<file path="config.mk">
export PLATFORM = sky130hd
export DESIGN_NAME = pcf_mac
export DESIGN_NICKNAME = d
export VERILOG_FILES = /design/src/rtl/pcf_pkg.sv /design/src/rtl/pcf_mac.sv
export SDC_FILE = /design/constraint.sdc
export NUM_CORES = 1
export LEC_CHECK = 0
export BUFFER_PORTS_ARGS = -buffer_cell sky130_fd_sc_hd__buf_2
export CAP_MARGIN = 15
export CORE_ASPECT_RATIO = 0.7
export CORE_MARGIN = 2
export CORE_UTILIZATION = 67
export CTS_BUF_LIST = sky130_fd_sc_hd__clkbuf_2
export DETAILED_ROUTE_END_ITERATION = 7
export PLACE_DENSITY = 0.87
export SYNTH_ARGS = -nofsm -noshare
export SYNTH_HDL_FRONTEND = slang
export SYNTH_SLANG_ARGS = --single-unit
</file>
<file path="constraint.sdc">
create_clock -name clock -period 14.2 [get_ports clock]
set_input_delay 4.26 -clock clock [delete_from_list [all_inputs] [get_ports clock]]
set_output_delay 4.26 -clock clock [all_outputs]
set_load 0.05 [all_outputs]
</file>
<file path="src/rtl/pcf_pkg.sv">
// Package for the patch convolution forward block: field widths, op and
// register codes, and the control word passed to the multiply-accumulate unit.
// No dependencies.
package pcf_pkg;

   localparam int MAX_FEATURES_DEF    = 1024;
   localparam int MAX_FILTERS_DEF     = 64;
   localparam int MAX_FILTER_TAPS_DEF = 256;

   localparam int OP_W       = 2;
   localparam int POS_W      = 10;
   localparam int FILT_W     = 6;
   localparam int SAMPLE_W   = 16;
   localparam int BIAS_W     = 32;
   localparam int ACT_W      = 32;

   localparam int PW_W       = 9;
   localparam int STEP_W     = 11;
   localparam int STRIDE_W   = 11;
   localparam int SC_W       = 9;
   localparam int FC_W       = 7;
   localparam int SHIFT_W    = 5;

   localparam int CSR_INDEX_W = 3;
   localparam int CSR_DATA_W  = 11;

   // patch start plus splice offset plus tap stays below 2^21
   localparam int XI_W = 21;

   typedef enum logic [OP_W-1:0] {
      OP_WEIGHT  = 2'd0,
      OP_BIAS    = 2'd1,
      OP_FEATURE = 2'd2,
      OP_COMPUTE = 2'd3
   } op_type;

   typedef enum logic [CSR_INDEX_W-1:0] {
      CSR_PATCH_WIDTH   = 3'd0,
      CSR_PATCH_STEP    = 3'd1,
      CSR_SPLICE_STRIDE = 3'd2,
      CSR_SPLICE_COUNT  = 3'd3,
      CSR_FILTER_COUNT  = 3'd4,
      CSR_OUT_SHIFT     = 3'd5
   } csr_index_type;

   typedef struct packed {
      logic load_bias;
      logic tap_valid;
      logic feat_valid;
      logic finish;
   } mac_ctrl_type;

endpackage

</file>
<file path="src/rtl/pcf_mac.sv">
// Multiply-accumulate datapath: registered product, exact accumulator,
// floor shift and 32-bit saturation. Depends on pcf_pkg.
module pcf_mac #(
   parameter int MAX_FILTER_TAPS = pcf_pkg::MAX_FILTER_TAPS_DEF
) (
   input  logic                              clock,
   input  logic                              reset,
   input  pcf_pkg::mac_ctrl_type             ctrl,
   input  logic [pcf_pkg::SHIFT_W-1:0]       shift,
   input  logic [pcf_pkg::BIAS_W-1:0]        bias_word,
   input  logic [pcf_pkg::SAMPLE_W-1:0]      weight,
   input  logic [pcf_pkg::SAMPLE_W-1:0]      feature,
   output logic signed [pcf_pkg::ACT_W-1:0]  activation,
   output logic                              saturated
);

   localparam int ACC_W  = pcf_pkg::ACT_W + $clog2(MAX_FILTER_TAPS) + 2;
   localparam int PROD_W = 2 * pcf_pkg::SAMPLE_W;

   logic signed [pcf_pkg::SAMPLE_W-1:0] x_sel;
   logic signed [PROD_W-1:0]            prod_ff;
   logic                                pv_ff;
   logic signed [ACC_W-1:0]             acc_ff;
   logic signed [ACC_W-1:0]             shifted;
   logic                                fits;
   logic signed [pcf_pkg::ACT_W-1:0]    act_ff;
   logic                                sat_ff;

   assign x_sel   = ctrl.feat_valid ? $signed(feature) : '0;
   assign shifted = acc_ff >>> shift;
   assign fits    = (&shifted[ACC_W-1:pcf_pkg::ACT_W-1]) ||
                    (~|shifted[ACC_W-1:pcf_pkg::ACT_W-1]);

   always_ff @(posedge clock) begin
      if (reset) begin
         pv_ff <= 1'b0;
      end else begin
         pv_ff <= ctrl.tap_valid;
      end
      prod_ff <= PROD_W'($signed(weight) * x_sel);
      if (ctrl.load_bias) begin
         acc_ff <= ACC_W'($signed(bias_word));
      end else if (pv_ff) begin
         acc_ff <= acc_ff + ACC_W'(prod_ff);
      end
      if (ctrl.finish) begin
         if (fits) begin
            act_ff <= shifted[pcf_pkg::ACT_W-1:0];
         end else if (shifted[ACC_W-1]) begin
            act_ff <= {1'b1, {(pcf_pkg::ACT_W-1){1'b0}}};
         end else begin
            act_ff <= {1'b0, {(pcf_pkg::ACT_W-1){1'b1}}};
         end
         sat_ff <= !fits;
      end
   end

   assign activation = act_ff;
   assign saturated  = sat_ff;

endmodule

</file>
* Word level (Yosys, flattened, before mapping)
Cells that the tools add are included.
Widths: inputs -> output; s select.
** Operators by class
- Add/sub/neg operators :: 1
- Multipliers :: 1
- Shift operators :: 1
- Muxes and demuxes :: 5
- Reduce and logical (&&, ||, !) cells :: 6
** Operators with widths (number)
- $mux 42 :: 2
- $mux 32 :: 2
- $add 42x32->42 :: 1
- $sshr 42x5->42 :: 1
- $mul 16x16->32 :: 1
- $mux 16 :: 1
- $reduce_and 11->1 :: 1
- $reduce_or 11->1 :: 1
- $logic_not 1->1 :: 2
- $reduce_bool 2->1 :: 1
- $logic_or 1x1->1 :: 1
** Storage, ports and cells
- Register bits after elaboration :: 108
- Input port bits :: 75
- Output and inout bits :: 33
- Word-level logic and storage cells :: 19

* Depth between registers and ports, before layout
- Depth in word-level cells :: 5
- Mapped depth :: 25
- Depth with buffers taken out :: 22

* Worst setup path before layout
No wires, ideal clock.
- Path kind :: input to register
- Start point :: input port ctrl[1] in the netlist's numbering
- End point :: register prod_ff[28]
- Setup time :: 0.062 ns
- Arrival time :: 9.999 ns
- Data required time :: 14.138 ns
- Setup slack :: 4.139 ns
- Stages on the path :: 22
- Path buffers :: 2
- Path through :: clkbuf_1 > and2_1 > clkbuf_1 > nand2_1 > inv_1 > fa_1 > fa_1 > fa_1 > fa_1 > fa_1 > inv_1 > fa_1 > inv_1 > ha_1 > a21o_1 > a21o_1 > a21o_1 > a21o_1 > a21o_1 > a21o_1 > or4_1 > nand3_1
** Between the ends
- Cells in the longest elaborated chain, start to end :: 2
** RTL lines
- from (decl) :: line pcf_mac.sv:8 : input pcf_pkg::mac_ctrl_type ctrl,
- $mux 16 :: line pcf_mac.sv:29 : assign x_sel = ctrl.feat_valid ? $signed(feature) : '0;
- $mul 16x16->32 :: line pcf_mac.sv:40 : prod_ff <= PROD_W'($signed(weight) * x_sel);
- to (signal assigned) :: line pcf_mac.sv:40
- to (decl) :: line pcf_mac.sv:21 : logic signed [PROD_W-1:0] prod_ff;
Every way passes these cells.
A chain may end at the register's enable or synchronous reset.

* Final worst setup path
- Start point :: input port ctrl[1] in the netlist's numbering
- End point :: register prod_ff[29]
Same word-level chain as after synthesis.

==> impl_metrics.ini <==
[cts]
ctsHtreeMaxLevel = 3
clk_pin_slew_ns = 0.29
cts_setup_buffers = 0
clk_path_buf_depth = 2
ctsHoldBuffers = 0
cts-resized-gates = 0
clock_latency_ns = 0.68
cts_tree = yes
cts_buffers = 9
clock-sinks = 108
cts_root_buffer = clkbuf_2

[critical_path]
cp.arrival_ns = 11.67
r2r_setup_slack_ns = 10.61
path_class = in2reg
critPathMaxFanout = 80
reg2reg_from = acc_ff[0]
cp.required_ns = 14.82
reg2regPathDepth = 11
end_kind = flop
cp-start-kind = input pin
r2r_end = acc_ff[38]

[timing]
period_share_pct = 77.8
finalHoldViolCount = 0
fin_tns_setup_ns = 0
skew_ns = 0.0386
worst_slew_pin_slew_ns = 1.17
fmax_mhz = 90.5
max_slew_margin_pct = 21.8
setup_violations = 0
fin_crit_ns = 11.05
grt_setup_unrepaired = no
finalWorstSetupSlack_ns = 3.15
slew_viol_final = 0

[route]
drt-total-wl_um = 44700
wl_per_cell_um = 18.6
ant_nets = 0
drc = 0
vias_per_cell = 6.19
drtPass1Iterations = 6
drt_iter0_markers = 1788
num_vias = 14900

[floorplan]
core-area_um2 = 26700
fp.dieH_um = 142
die_area_um2 = 28500
ios = 108
start_util_pct = 68.2
die_width_um = 201
fp-row-count = 50

[logic_synthesis]
synth-main-ff-cell = edfxtp_1
synth-compound-area-share_pct = 12.5
synth_seq_area_share_pct = 16.0
yosysUniqueCellTypes = 77
avgSynthCellArea_um2 = 9.00
yosysWarnings = 0
synth_edf_count = 75
synth_fa_ha_area_share_pct = 37.4
synthSimpleGateAreaFrac_pct = 15.9
synthArstFlopShare_pct = 0
yosys-top-cells-area = fa_1 (29%), edfxtp_1 (12%), ha_1 (8.5%)
synth.area.mux_share_pct = 6.34
synth.most_common_cell = inv_1
synth_top_area_share_pct = 28.9
syn_nets = 2484
synth_cells = 2023
synth_seq_cells = 108
syn_area_um2 = 18200
yosys.area.top_type = fa_1
ys_top_cells_by_count = inv_1 (321), fa_1 (263), nand2_1 (244)
synthXorXnorAreaFrac_pct = 2.69
synth_top_family_by_area = adder cells

[hold_path]
hold_path_class = reg2reg
hp-start = prod_ff[0]
worstHoldEndpoint = acc_ff[0]
holdPathStages = 2

[grt]
grt_start_max_net_pins = 88
overflow = 0
grt_pass1_vias = 15000
antenna_found_initial = 1
grt_pass1_wl_um = 75000
grt.total_usage_pct = 32.8

[placed_design]
portBuffers = 107
dpl_worst_slack_ns = 2.50
dp_cells = 2391
place.gp.congestion = 0.978
place_hpwl_um = 36000

[layout]
syn_to_final_growth_pct = 3.92
fin_nets = 2499
post-route-util_pct = 70.8
stdcell_count = 2409
drive_above_1_share_pct = 7.98

[status]
status = complete, no violations

[power_and_ir_drop]
vdd_drop_max_mv = 0.221
cellLeakagePower_uw = 0.00953
p_per_area_nw_per_um2 = 216

[flow_run]
maxCapViolCount = 0
## report_power, final
part | switching, uW | total (uW) | internal [uW]
registers | 106 | 635 | 529
clock network | 114 | 175 | 61.4
logic | 1950 | 3280 | 1330
## routing by layer
metal	up-vias	routed length [um]	track usage [%]
li1	6791	-	-
met1	7272	19100	47.2
met2	742	20000	51.6
met3	98	4680	7.28
met4	0	1020	7.21
met5	-	0	0
## metrics by stage
step / total power (uW) / hold WS, ns / instance area [um2]
floorplan: 3150 / 0.632 / 18200
global placement: 3700 / 0.682 / 18800
detailed placement: 3840 / 0.681 / 18800
CTS: 4030 / 0.740 / 18900
global route: 4520 / 0.763 / 18900
finish: 4090 / 0.734 / 18900
## layout by cell type (no fill, tap or decap), drive strengths merged, types with 5 or more instances in the layout
master,count
o31ai,11
xnor2,35
fa,263
a31oi,8
or3,9
nand3,48
or2,7
mux2,10
nand4,7
a21o,40
o21bai,8
nand2b,8
edfxtp,75
inv,323
dfxtp,33
mux2i,80
and3,136
o21ai,87
o311ai,5
nor2b,11
nor2,61
nand2,245
o211ai,9
and2,16
mux4,10
ha,123
xor2,21
clkbuf,9
a211oi,28
nor3,18
o21a,14
nor3b,7
buf,111
a21oi,99
## area by class of cell
type                    count  area (um2)
diodes                      2        5.00
clock buffers               9        45.0
clock inverters             7         109
fillers                  2068        7790
inverters                 322        1210
multi-input cells        1486       13600
flip-flops and latches    108        2910
well taps                 364         455
repair buffers            111         566
## cell families (layout without fill, tap and decap cells)
kind of cell / count (synthesis) / count (layout)
AO/OA/AOI/OAI: 356 / 356
XOR/XNOR: 56 / 56
adder cells (fa/ha/maj): 386 / 386
buffers and inverters: 429 / 449
flip-flops: 108 / 108
multiplexers: 100 / 100
other: 0 / 2
AND/OR/NAND/NOR: 588 / 588
## worst max-delay path: stages
cell and delay, ns:
buf_2 0.69, buf_4 0.61, and2_1 0.45, nand2_1 0.16, inv_1 0.15, fa_1 0.55
fa_1 0.76, inv_1 0.20, fa_1 0.45, fa_1 0.54, inv_1 0.06, fa_1 0.54
inv_1 0.05, fa_1 0.47, inv_1 0.05, ha_1 0.36, a21o_1 0.19, a21o_1 0.17
a21oi_1 0.17, nor2_1 0.07, a221oi_1 0.33, nor2b_1 0.22, xnor2_1 0.13
## state kept, by name, indices dropped and copies added (netlist names)
| signal | count |
|---|---|
| acc_ff | 42 |
| pv_ff | 1 |
| prod_ff | 32 |
| saturated | 1 |
| activation | 32 |
## worst max path at each step
stage,start,endpoint,depth (start not counted)
after floorplan,ctrl[1],prod_ff[28],22
after detailed placement,ctrl[1],prod_ff[29],23
after CTS,ctrl[1],prod_ff[29],23
after global routing,ctrl[1],prod_ff[29],23
final,ctrl[1],prod_ff[29],23
after global placement,ctrl[1],prod_ff[29],22
Note: power is estimated with default switching activity, not from simulation.
